===== config.mk =====
export PLATFORM = sky130hd
export DESIGN_NAME = wsd_ctrl
export DESIGN_NICKNAME = d
export VERILOG_FILES = /design/src/rtl/wsd_pkg.sv /design/src/rtl/wsd_ctrl.sv
export SDC_FILE = /design/constraint.sdc
export NUM_CORES = 1
export LEC_CHECK = 0
export BUFFER_PORTS_ARGS = -buffer_cell sky130_fd_sc_hd__clkbuf_2
export CELL_PAD_IN_SITES_DETAIL_PLACEMENT = 1
export CELL_PAD_IN_SITES_GLOBAL_PLACEMENT = 1
export CORE_ASPECT_RATIO = 0.75
export CORE_MARGIN = 3
export CORE_UTILIZATION = 25
export CTS_BUF_LIST = sky130_fd_sc_hd__clkbuf_4
export DETAILED_ROUTE_END_ITERATION = 12
export PLACE_DENSITY_LB_ADDON = 0.1
export SYNTH_ARGS = -nofsm -noshare
export SYNTH_HDL_FRONTEND = slang
export SYNTH_SLANG_ARGS = --single-unit

===== constraint.sdc =====
create_clock -name clk_i -period 4 [get_ports clk_i]
set_input_delay 0.4 -clock clk_i [delete_from_list [all_inputs] [get_ports clk_i]]
set_output_delay 0.4 -clock clk_i [all_outputs]
set_load 0.005 [all_outputs]

===== src/rtl/wsd_pkg.sv =====
// shared types and constants of the window standard deviation and rms block
package wsd_pkg;

  // fixed widths of the request and result fields
  localparam int unsigned SAMPLE_W = 24;
  localparam int unsigned OUT_W    = 24;

  // datapath operations issued by the controller
  typedef enum logic [3:0] {
    OP_NONE,
    OP_CAPTURE,
    OP_SQ_OLD,
    OP_SUB,
    OP_ADD,
    OP_MUL_A_LOAD,
    OP_MUL_B_LOAD,
    OP_MUL_STEP,
    OP_SQRT_S_LOAD,
    OP_SQRT_R_LOAD,
    OP_SQRT_STEP,
    OP_DIV,
    OP_PUBLISH
  } op_e;

  // command from controller to datapath
  typedef struct packed {
    op_e op;
  } cmd_t;

  // status from datapath to controller
  typedef struct packed {
    logic full;
    logic mul_done;
    logic iter_done;
    logic out_free;
  } status_t;

endpackage


===== src/rtl/wsd_ctrl.sv =====
// controller state machine sequencing the window statistics datapath
module wsd_ctrl (
  input  logic             clk_i,
  input  logic             rst_ni,
  input  logic             req_valid_i,
  output logic             req_ready_o,
  input  wsd_pkg::status_t status_i,
  output wsd_pkg::cmd_t    cmd_o
);

  typedef enum logic [3:0] {
    S_IDLE,
    S_SQ_OLD,
    S_SUB,
    S_ADD,
    S_START,
    S_MUL_A,
    S_MUL_B,
    S_SQRT_S,
    S_DIV_S,
    S_SQRT_R,
    S_DIV_R,
    S_DONE
  } state_e;

  state_e state_q, state_d;

  assign req_ready_o = (state_q == S_IDLE);

  // next state and command decode
  always_comb begin
    state_d    = state_q;
    cmd_o.op   = wsd_pkg::OP_NONE;
    case (state_q)
      S_IDLE: begin
        if (req_valid_i) begin
          cmd_o.op = wsd_pkg::OP_CAPTURE;
          state_d  = S_SQ_OLD;
        end
      end
      S_SQ_OLD: begin
        cmd_o.op = wsd_pkg::OP_SQ_OLD;
        state_d  = S_SUB;
      end
      S_SUB: begin
        cmd_o.op = wsd_pkg::OP_SUB;
        state_d  = S_ADD;
      end
      S_ADD: begin
        cmd_o.op = wsd_pkg::OP_ADD;
        state_d  = S_START;
      end
      S_START: begin
        if (status_i.full) begin
          cmd_o.op = wsd_pkg::OP_MUL_A_LOAD;
          state_d  = S_MUL_A;
        end else begin
          state_d = S_DONE;
        end
      end
      S_MUL_A: begin
        if (status_i.mul_done) begin
          cmd_o.op = wsd_pkg::OP_MUL_B_LOAD;
          state_d  = S_MUL_B;
        end else begin
          cmd_o.op = wsd_pkg::OP_MUL_STEP;
        end
      end
      S_MUL_B: begin
        if (status_i.mul_done) begin
          cmd_o.op = wsd_pkg::OP_SQRT_S_LOAD;
          state_d  = S_SQRT_S;
        end else begin
          cmd_o.op = wsd_pkg::OP_MUL_STEP;
        end
      end
      S_SQRT_S: begin
        if (status_i.iter_done) begin
          cmd_o.op = wsd_pkg::OP_DIV;
          state_d  = S_DIV_S;
        end else begin
          cmd_o.op = wsd_pkg::OP_SQRT_STEP;
        end
      end
      S_DIV_S: begin
        cmd_o.op = wsd_pkg::OP_SQRT_R_LOAD;
        state_d  = S_SQRT_R;
      end
      S_SQRT_R: begin
        if (status_i.iter_done) begin
          cmd_o.op = wsd_pkg::OP_DIV;
          state_d  = S_DIV_R;
        end else begin
          cmd_o.op = wsd_pkg::OP_SQRT_STEP;
        end
      end
      S_DIV_R: begin
        state_d = S_DONE;
      end
      S_DONE: begin
        if (status_i.out_free) begin
          cmd_o.op = wsd_pkg::OP_PUBLISH;
          state_d  = S_IDLE;
        end
      end
      default: begin
        state_d = S_IDLE;
      end
    endcase
  end

  // state register
  always_ff @(posedge clk_i or negedge rst_ni) begin
    if (!rst_ni) begin
      state_q <= S_IDLE;
    end else begin
      state_q <= state_d;
    end
  end

endmodule


## Word-level counts from Yosys, hierarchy flattened

Index checks and enable logic that the tools add are counted.

| operators by class | value |
|---|---|
| reduce and logical (&&, ||, !) cells | 3 |
| equality and inequality tests | 17 |
| muxes and demuxes | 15 |

Operators by type and width:

| kind | number |
|---|---|
| $pmux W4 S12 | 1 |
| $pmux W4 S10 | 1 |
| $mux W4 | 9 |
| $eq A4 B3 Y1 const B | 4 |
| $eq A4 B4 Y1 const B | 4 |
| $ne A2 B2 Y1 const B | 6 |
| $eq A4 B2 Y1 const B | 2 |
| $reduce_and A6 Y1 | 1 |
| $eq A4 B1 Y1 const B | 1 |
| $logic_not A4 Y1 | 1 |
| $mux W1 | 3 |
| $mux W3 | 1 |
| $reduce_or A2 Y1 | 1 |

| word-level totals | value |
|---|---|
| register bits after elaboration | 4 |
| output and inout port bits | 5 |
| word-level logic and storage cells | 36 |

## Longest topological paths before layout

Gate-level depths: netlist (run 1).

| logic depth | value |
|---|---|
| depth after elaboration | 3 |
| mapped depth | 6 |
| gate-level depth less buffers | 4 |

## Worst setup path after synthesis (run 1)

No wires, ideal clock.

| timing path | value |
|---|---|
| path kind | reg-to-reg |
| start | register state_q[0] |
| end | register state_q[1] |
| path buffers | 1 |
| data arrival time | 1.539 ns |
| stages on the path, launching flop included | 6 |
| library setup time | 0.128 ns |
| path slack | 2.333 ns |
| cell sequence | dfrtp_1 -> buf_6 -> or4_4 -> a21oi_2 -> a211oi_1 -> mux2_1 |

| on the way | value |
|---|---|
| longest elaborated chain between the ends | 3 |

RTL lines:

| what | line | RTL |
|---|---|---|
| start, declared | wsd_ctrl.sv:26 | `state_e state_q, state_d;` |
| start signal, assigned | wsd_ctrl.sv:117 | `state_q <= state_d;` |
| $eq A4 B3 Y1 (tied with other cells) | wsd_ctrl.sv:34 | `case (state_q)` |
| $ne A2 B2 Y1 (no line) | - |  |
| $reduce_and A6 Y1 (no line) | - |  |

Parallel ways exist; a longest one is shown, timed or not.
A chain may end at the register's enable or synchronous reset.

==> results of run 1 <==
[final cells by class]
cell class	instances	area [sq um]
flip-flops and latches	4	100.1
inverters	5	18.77
multi-input cells	55	370.4
repair buffers	12	65.06
well taps	22	27.53
clock buffers	3	22.52
fillers	246	1250
[logic make-up after synthesis]
kind of cell    count (synthesis)  synth area share [%]
compound gates                 26                 35.58
xor+xnor                        1                 1.683
buf+inv                        11                 9.614
flops                           4                 19.23
mux                             4                 8.413
simple gates                   24                 25.48
[critical path: stages, from the launching register on]
cell      delay (ns)
dfrtp_1         0.76
nor2_1          0.22
o21a_1          0.16
a211oi_1        0.22
o22ai_1         0.12
clkbuf_2        0.12
[routing by layer]
layer	part of all wire, %	track usage, %	vias up
met5	0	0	-
met4	1.0	1.357	0
li1	-	-	283
met1	54	19.26	252
met2	42	19.82	8
met3	3.0	2.833	2
[worst max path at each step]
| stage | startpoint | end | slack, ns |
|---|---|---|---|
| floorplan | state_q[0]$_DFFE_PN0P_ | state_q[1]$_DFFE_PN0P_ | 2.33 |
| global placement | state_q[1]$_DFFE_PN0P_ | cmd_o[0] | 1.99 |
| detailed placement | state_q[1]$_DFFE_PN0P_ | state_q[1]$_DFFE_PN0P_ | 2.01 |
| CTS | state_q[1]$_DFFE_PN0P_ | cmd_o[0] | 1.76 |
| global route | state_q[1]$_DFFE_PN0P_ | cmd_o[0] | 1.63 |
| finish | state_q[1]$_DFFE_PN0P_ | cmd_o[0] | 1.76 |
[layout by cell type, fill, tap and decap left out, drive strengths merged, types with 2 or more instances in the layout]
cell type	n
nor2b	3
o21ai	4
nor2	5
a211oi	3
mux2	3
dfrtp	4
inv	5
nand2	7
a21oi	4
o22ai	3
clkbuf	14
nand2b	2
a31oi	3
o311ai	2
nor3	2
[power groups by stage]
stage	clock network [uW]	logic, uW	registers, uW
6_report	49.0	304	153
4_1_cts	51.8	309	153
3_5_place_dp	0	307	154
5_1_grt	54.1	345	166
3_3_place_gp	0	310	155
2_1_floorplan	0	299	76.5
[synth_stat cells, types with 2 or more instances]
master | number | area share [%]
inv_1 | 3 | 2.2
nor2b_1 | 3 | 3.6
nor2_1 | 5 | 3.6
o21ai_1 | 2 | 1.9
inv_2 | 2 | 1.4
a31oi_1 | 3 | 3.6
dfrtp_1 | 4 | 19
a21oi_1 | 3 | 2.9
o311ai_1 | 2 | 3.4
mux2_1 | 3 | 6.5
a211oi_1 | 3 | 4.3
o22ai_1 | 3 | 3.6
nand2b_1 | 2 | 2.4
nand2_1 | 7 | 5.0
clkbuf_1 | 3 | 2.2
[per-stage QoR]
| stage | util (%) | total power [uW] |
|---|---|---|
| after global placement | 30.84 | 465.5 |
| final | 32.59 | 505.8 |
| after global routing | 32.59 | 565.1 |
| after CTS | 32.59 | 513.8 |
| after floorplan | - | 375.8 |
| after detailed placement | 30.84 | 460.9 |
[repair_timing]
action | in CTS | in global routing
hold buffers | 1 | 0
resized for setup | 0 | 0
endpoints found under the hold margin | 4 | 0
==> results.md, run 1 <==
* Status: complete, no violations
* Final Worst Setup Slack at 1.764 ns
* Antenna violations before repair at 0
* Post-route cell area at 604.3 sq um
* Via count at 545
* Core Footprint at 1854 sq um
* Max reg flops at 4
* Worst skew pair latency at 0.23 ns
* Area grow syn2layout at 16.11%
* Fin crit share at 55.89%
* Placed Area at 571.8 sq um
* Class of the worst hold path: input pin to asynchronous set/reset pin
* Hpwl dp at 1154 microns
* Final hold vios at 0
* Critical Path Sink Type: output pin
* Dpl cells at 97
* Worst-margin pin slew at 0.6736 ns
* Global-route wire length before repair at 2663 microns
* Die H at 45.52 microns
* Reg-to-Reg End: state_q[1]$_DFFE_PN0P_
* Total CTS buffers at 3
* Asr flop ratio synth at 100.0%
* Seq pwr share at 30.2%
* Net Switching at 259.0 uW
* Number of vias per cell at 5.396
* Max Cap Viol at 0
* Routed wire length at 1537 microns
* Max FO, Critical Path at 21
* Cell Area, Synth at 520.5 sq um
* Rel. slew slack at 55.10%
* CP startpoint kind: flop
* CTS root buf: clkbuf_4
* Unrepaired setup endpoints after global routing: no
* Worst R2R Start: state_q[1]$_DFFE_PN0P_
* PwrDens at 837.0 nW/um^2
* GP Congestion at 0.7651
* Internal Power at 246.9 uW
* Mean post-synth cell area at 7.436 sq um
* Clock Skews at 0.002761 ns
* Setup violators final at 0
* Antenna Cells at 0
* Fmax achieved at 447.3 MHz
* Seq/Total Area, Yosys at 19.23%
* DRC viols at 0
* CTS tree: yes
* Syn Inst Count at 70
* Clk buf depth at 2
* Worst Path Required at 3.60 ns
* Synth warnings at 0
* Most used DFF post-synth: dfrtp_1
* Num Clock Sinks at 4
* VDD IR max at 0.2935 mV
* # rows at 13
* Crit Path Class: flop to output pin
* Htree depth at 1
* Layout cells sized above 1 at 25.32%
* Total gr overflow at 0
* Yosys cell types at 37
* Pre-CTS setup slack at 2.014 ns
* Switch share at 51.20%
* Setup Fix Bufs, Post-CTS at 0
* Setup TNS at 0 ns
* GRT Overall Usage at 12.98%
* Synthesized net count at 77
* # IOs at 12
* DRT antenna net count at 0
* Die Wd at 58.69 microns
* Die area at 2671 sq um
* Avg WL per Cell at 15.22 microns
* Leak at 0.0002494 uW
* Largest net degree at the start of global routing at 22
* Combinational power share at 60.1%
* Register-to-register setup slack at 2.02 ns
* Initial Utilization at 28.07%
* Critical Path AT at 1.84 ns
* Final #Nets at 88
* Final cell count without fillers at 101
* Reg2reg path depth at 4
* First drt pass iteration count at 3
* Number of port buffers at 11
* Max-slew violations at 0
* Part of the power in the clock network at 9.7%
* Post-synth EDFFs at 0
* Vias in the first global route at 543
* Top flop regs: state_q: 4 flops
* Register with the most flip-flops: state_q
* Min cycle time layout at 2.236 ns
* Initial DRC Count at 8
* Clock Pin Slew Worst Setup and Hold Paths at 0.04 ns
* #FFs+latches synth at 4
* Worst Hold Slack at 0.5081 ns
No activity file was read; power rests on OpenSTA's default activity.
==> inputs of run 2 (changes only) <==
--- a/config.mk
+++ b/config.mk
@@ -5,6 +5,7 @@
 export SDC_FILE = /design/constraint.sdc
 export NUM_CORES = 1
 export LEC_CHECK = 0
+export ABC_AREA = 1
 export BUFFER_PORTS_ARGS = -buffer_cell sky130_fd_sc_hd__clkbuf_2
 export CELL_PAD_IN_SITES_DETAIL_PLACEMENT = 1
 export CELL_PAD_IN_SITES_GLOBAL_PLACEMENT = 1
==> constraint.sdc (replaced) <==
create_clock -name clk_i -period 2.08 [get_ports clk_i]
set_input_delay 0.208 -clock clk_i [delete_from_list [all_inputs] [get_ports clk_i]]
set_output_delay 0.208 -clock clk_i [all_outputs]
set_load 0.005 [all_outputs]
==> run 2 against run 1 <==
Against the previous run:
- clock power increased by 100%
- register-to-register slack got worse by 1.3 ns
- flip-flop and latch count unchanged
- sequential share of layout area increased by 1.3 points
- area after synthesis decreased by 14%
- non-clock buffer count unchanged
- global-route usage increased by 1.7 points
- cell area decreased by 7.0%
- die area decreased by 12%
- via count increased by 0.55%
- core utilization increased by 3.0 points
- largest cell class unchanged
==> results.md, run 2 <==
* PwrDens at 1417 nW/um^2 (was 837.0 nW/um^2)
* Multiplexer area fraction after synthesis at 0% (was 8.413%)
* Max FO, Critical Path at 6 (was 21)
* Reg-to-Reg End: state_q[1]$_DFFE_PN0P_ (unchanged)
* Critical Path Sink Type: output pin (unchanged)
* CTS root buf: clkbuf_4 (unchanged)
* Placed Area at 529.3 sq um (was 571.8 sq um)
* Worst skew pair latency at 0.24 ns (was 0.23 ns)
* Yosys cell types at 12 (was 37)
* Post-route cell area at 561.8 sq um (was 604.3 sq um)
* Antenna violations before repair at 0 (unchanged)
* Register with the most flip-flops: state_q (unchanged)
* Total gr overflow at 0 (unchanged)
* Core Footprint at 1577 sq um (was 1854 sq um)
* GRT Overall Usage at 14.72% (was 12.98%)
* Most frequent cell after synthesis: nand2_1 (unchanged)
* Clock Pin Slew Worst Setup and Hold Paths at 0.04 ns (about the same)
* VDD IR max at 0.3542 mV (was 0.2935 mV)
* Crit-path slowest cell: dfrtp_1 (unchanged)
* # rows at 12 (was 13)
* Number of vias per cell at 4.644 (was 5.396)
* Routed wire length at 1343 microns (was 1537 microns)
* Status: complete, no violations (unchanged)
* Register-to-register setup slack at 0.73 ns (was 2.02 ns)
* Initial Utilization at 28.41% (was 28.07%)
* Layout cells sized above 1 at 23.71% (was 25.32%)
* Mean post-synth cell area at 5.463 sq um (was 7.436 sq um)
* Avg WL per Cell at 11.38 microns (was 15.22 microns)
* Commonest non-fill, non-tap cells in the layout: nand2_1 (27), nand3_1 (16), inv_1 (11), clkbuf_2 (11), nor2_1 (9) (was clkbuf_2 (11), nand2_1 (7), nor2_1 (5))
* Crit Path Class: flop to output pin (unchanged)
* Fmax achieved at 576.9 MHz
* CP delay by family, top: simple AND/OR/NAND/NOR gates (was flip-flops)
* Rel. slew slack at 75.40% (was 55.10%)
* Most used DFF post-synth: dfrtp_1 (unchanged)
* Worst Path Required at 1.87 ns (was 3.60 ns)
* Clk buf depth at 2 (unchanged)
* DRC viols at 0 (unchanged)
* Hpwl dp at 1121 microns (was 1154 microns)
* #FFs+latches synth at 4 (unchanged)
* Bufs and invs on worst path at 1 (unchanged)
* CP Depth at 6 (was 5)
* Post-synth top cells: nand2_1 (27), nand3_1 (16), inv_1 (11) (was nand2_1 (7), nor2_1 (5), dfrtp_1 (4))
* Worst-margin pin slew at 0.3677 ns (was 0.6736 ns)
* CP startpoint kind: flop (unchanged)
* Setup TNS at 0 ns (unchanged)
* Max Cap Viol at 0 (unchanged)
* Critical-path cell list: nor2_1 -> nand3_1 -> nand3_1 -> nor2_1 -> nand3_1 -> clkbuf_2 (was nor2_1 -> o21a_1 -> a211oi_1 -> o22ai_1 -> clkbuf_2)
* Reg2reg path depth at 6 (was 4)
* Asr flop ratio synth at 100.0% (unchanged)
* Critical Path AT at 1.53 ns (was 1.84 ns)
* DRT antenna net count at 0 (unchanged)
* Syn Inst Count at 82 (was 70)
* Htree depth at 1 (unchanged)
* Antenna Cells at 0 (unchanged)
* Fin util at 35.63% (was 32.59%)
* Global-route wire length before repair at 2421 microns (was 2663 microns)
* Via count at 548 (was 545)
* Simple-Gate Fraction of Synth Area at 62.29% (was 25.48%)
* Layout fillers at 235 (was 246)
* Num Clock Sinks at 4 (unchanged)
* Fin crit share at 83.34%
* Die area at 2341 sq um (was 2671 sq um)
* Area grow syn2layout at 25.42% (was 16.11%)
* Unrepaired setup endpoints after global routing: no (unchanged)
* Setup crit end: cmd_o[0] (unchanged)
* Commonest non-fill, non-tap cell in the layout: nand2_1 (was clkbuf_2)
* Synth warnings at 0 (unchanged)
* Post-synth EDFFs at 0 (unchanged)
* Seq/Total Area, Yosys at 22.35% (was 19.23%)
* Vias in the first global route at 553 (was 543)
* Clock Skews at 0.003263 ns (was 0.002761 ns)
* Largest family of logic cells by synthesized area: simple AND/OR/NAND/NOR gates (was compound AO/OA/AOI/OAI gates)
* CTS resizes at 0 (unchanged)
* Post-synthesis compound-gate area fraction at 4.469% (was 35.58%)
* Max-slew violations at 0 (unchanged)
* Number of port buffers at 11 (unchanged)
* Synthesized net count at 89 (was 77)
* Die Wd at 54.88 microns (was 58.69 microns)
* Crit path from: state_q[2]$_DFFE_PN0P_ (was state_q[1]$_DFFE_PN0P_)
* Setup violators final at 0 (unchanged)
* Dominant cells by area after synthesis: nand2_1 (23%), dfrtp_1 (22%), nand3_1 (18%) (was dfrtp_1 (19%), mux2_1 (6.5%), nand2_1 (5.0%))
* Largest net degree at the start of global routing at 8 (was 22)
* Most frequent CP cell: nand3_1
* GP Congestion at 0.7081 (was 0.7651)
* Initial DRC Count at 3 (was 8)
* CTS tree: yes (unchanged)
* Final #Nets at 106 (was 88)
* Die H at 42.66 microns (was 45.52 microns)
* Max reg flops at 4 (unchanged)
* Min cycle time layout at 1.733 ns
* Cell Area, Synth at 447.9 sq um (was 520.5 sq um)
* Top flop regs: state_q: 4 flops (unchanged)
* Worst R2R Start: state_q[2]$_DFFE_PN0P_ (was state_q[1]$_DFFE_PN0P_)
* Class of the worst hold path: input pin to asynchronous set/reset pin (unchanged)
* Pre-CTS setup slack at 0.6165 ns (was 2.014 ns)
* XOR/XNOR Fraction of Synth Area at 0% (was 1.683%)
* Leak at 0.0003336 uW (was 0.0002494 uW)
* First drt pass iteration count at 4 (was 3)
* Top cell type's share of synthesized area at 22.63% (was 19.23%)
* Final Worst Setup Slack at 0.3466 ns (was 1.764 ns)
* Post-synthesis adder-cell area fraction at 0% (unchanged)
* Setup Fix Bufs, Post-CTS at 0 (unchanged)
* Critical path's largest stage delay at 0.44 ns (was 0.76 ns)
* # IOs at 12 (unchanged)
* Total CTS buffers at 3 (unchanged)
* Synth area leader: nand2_1 (was dfrtp_1)
* Final hold vios at 0 (unchanged)
run 2: cell count changes in the layout (fill, tap and decap cells not counted), moves of 3 or more:
cell	previous run	this run
a211oi_1	3	0
a31oi_1	3	0
inv_1	3	11
mux2_1	3	0
nand2_1	7	27
nand2_2	0	3
nand3_1	0	16
nor2_1	5	9
nor2b_1	3	0
o22ai_1	3	0
run 2: power by group:
group	internal (uW)	switching (uW)
registers	113	55.7
logic	196	332
clock network	64.7	34.3
total	374	422
run 2: area by class of cell:
cell class,count,area (sq um),area share [%]
multi-input cells,65,299.0,53.23
flip-flops and latches,4,100.1,17.82
inverters,13,48.80,8.686
well taps,21,26.28,4.677
repair buffers,12,65.06,11.58
clock buffers,3,22.52,4.009
run 2: through the flow:
step                hold slack, ns  power [uW]  std cells
floorplan                 -0.08759       524.0         82
CTS                         0.3094       807.7        118
detailed placement         0.01966       700.5        114
global placement           0.02129       703.6        114
finish                      0.3057       795.9        118
global route                0.3025       906.2        118
run 2: repair_timing:
| action | 4_1_cts | 5_1_grt |
|---|---|---|
| hold buffers | 1 | 0 |
| hold endpoints to repair | 4 | 0 |
| endpoints found under the setup margin | 0 | 0 |
run 2: cell families after synthesis:
family / Yosys count
flops: 4
compound gates: 4
simple gates: 61
buf+inv: 13
run 2: worst reg2reg max path: cells and delay by family (launching register included):
kind / cells / cell delay, ns
AND/OR/NAND/NOR: 6 / 0.80
flip-flops: 1 / 0.44
run 2: worst min path at each step:
| stage | startpoint | to | slack [ns] | cells after the start |
|---|---|---|---|---|
| after floorplan | rst_ni | state_q[0]$_DFFE_PN0P_ | -0.09 | 0 |
| after global placement | rst_ni | state_q[0]$_DFFE_PN0P_ | 0.02 | 1 |
| after detailed placement | rst_ni | state_q[0]$_DFFE_PN0P_ | 0.02 | 1 |
| after CTS | rst_ni | state_q[0]$_DFFE_PN0P_ | 0.31 | 2 |
| after global routing | rst_ni | state_q[1]$_DFFE_PN0P_ | 0.30 | 2 |
| final | rst_ni | state_q[0]$_DFFE_PN0P_ | 0.31 | 2 |
run 2: metal layers:
| metal | GRT usage [%] | vias to the layer above | wire [microns] |
|---|---|---|---|
| li1 | - | 290 | - |
| met1 | 20.25 | 241 | 688 |
| met2 | 18.87 | 12 | 552 |
| met3 | 7.368 | 5 | 78 |
| met4 | 5.970 | 0 | 23 |
| met5 | 0 | - | 0 |
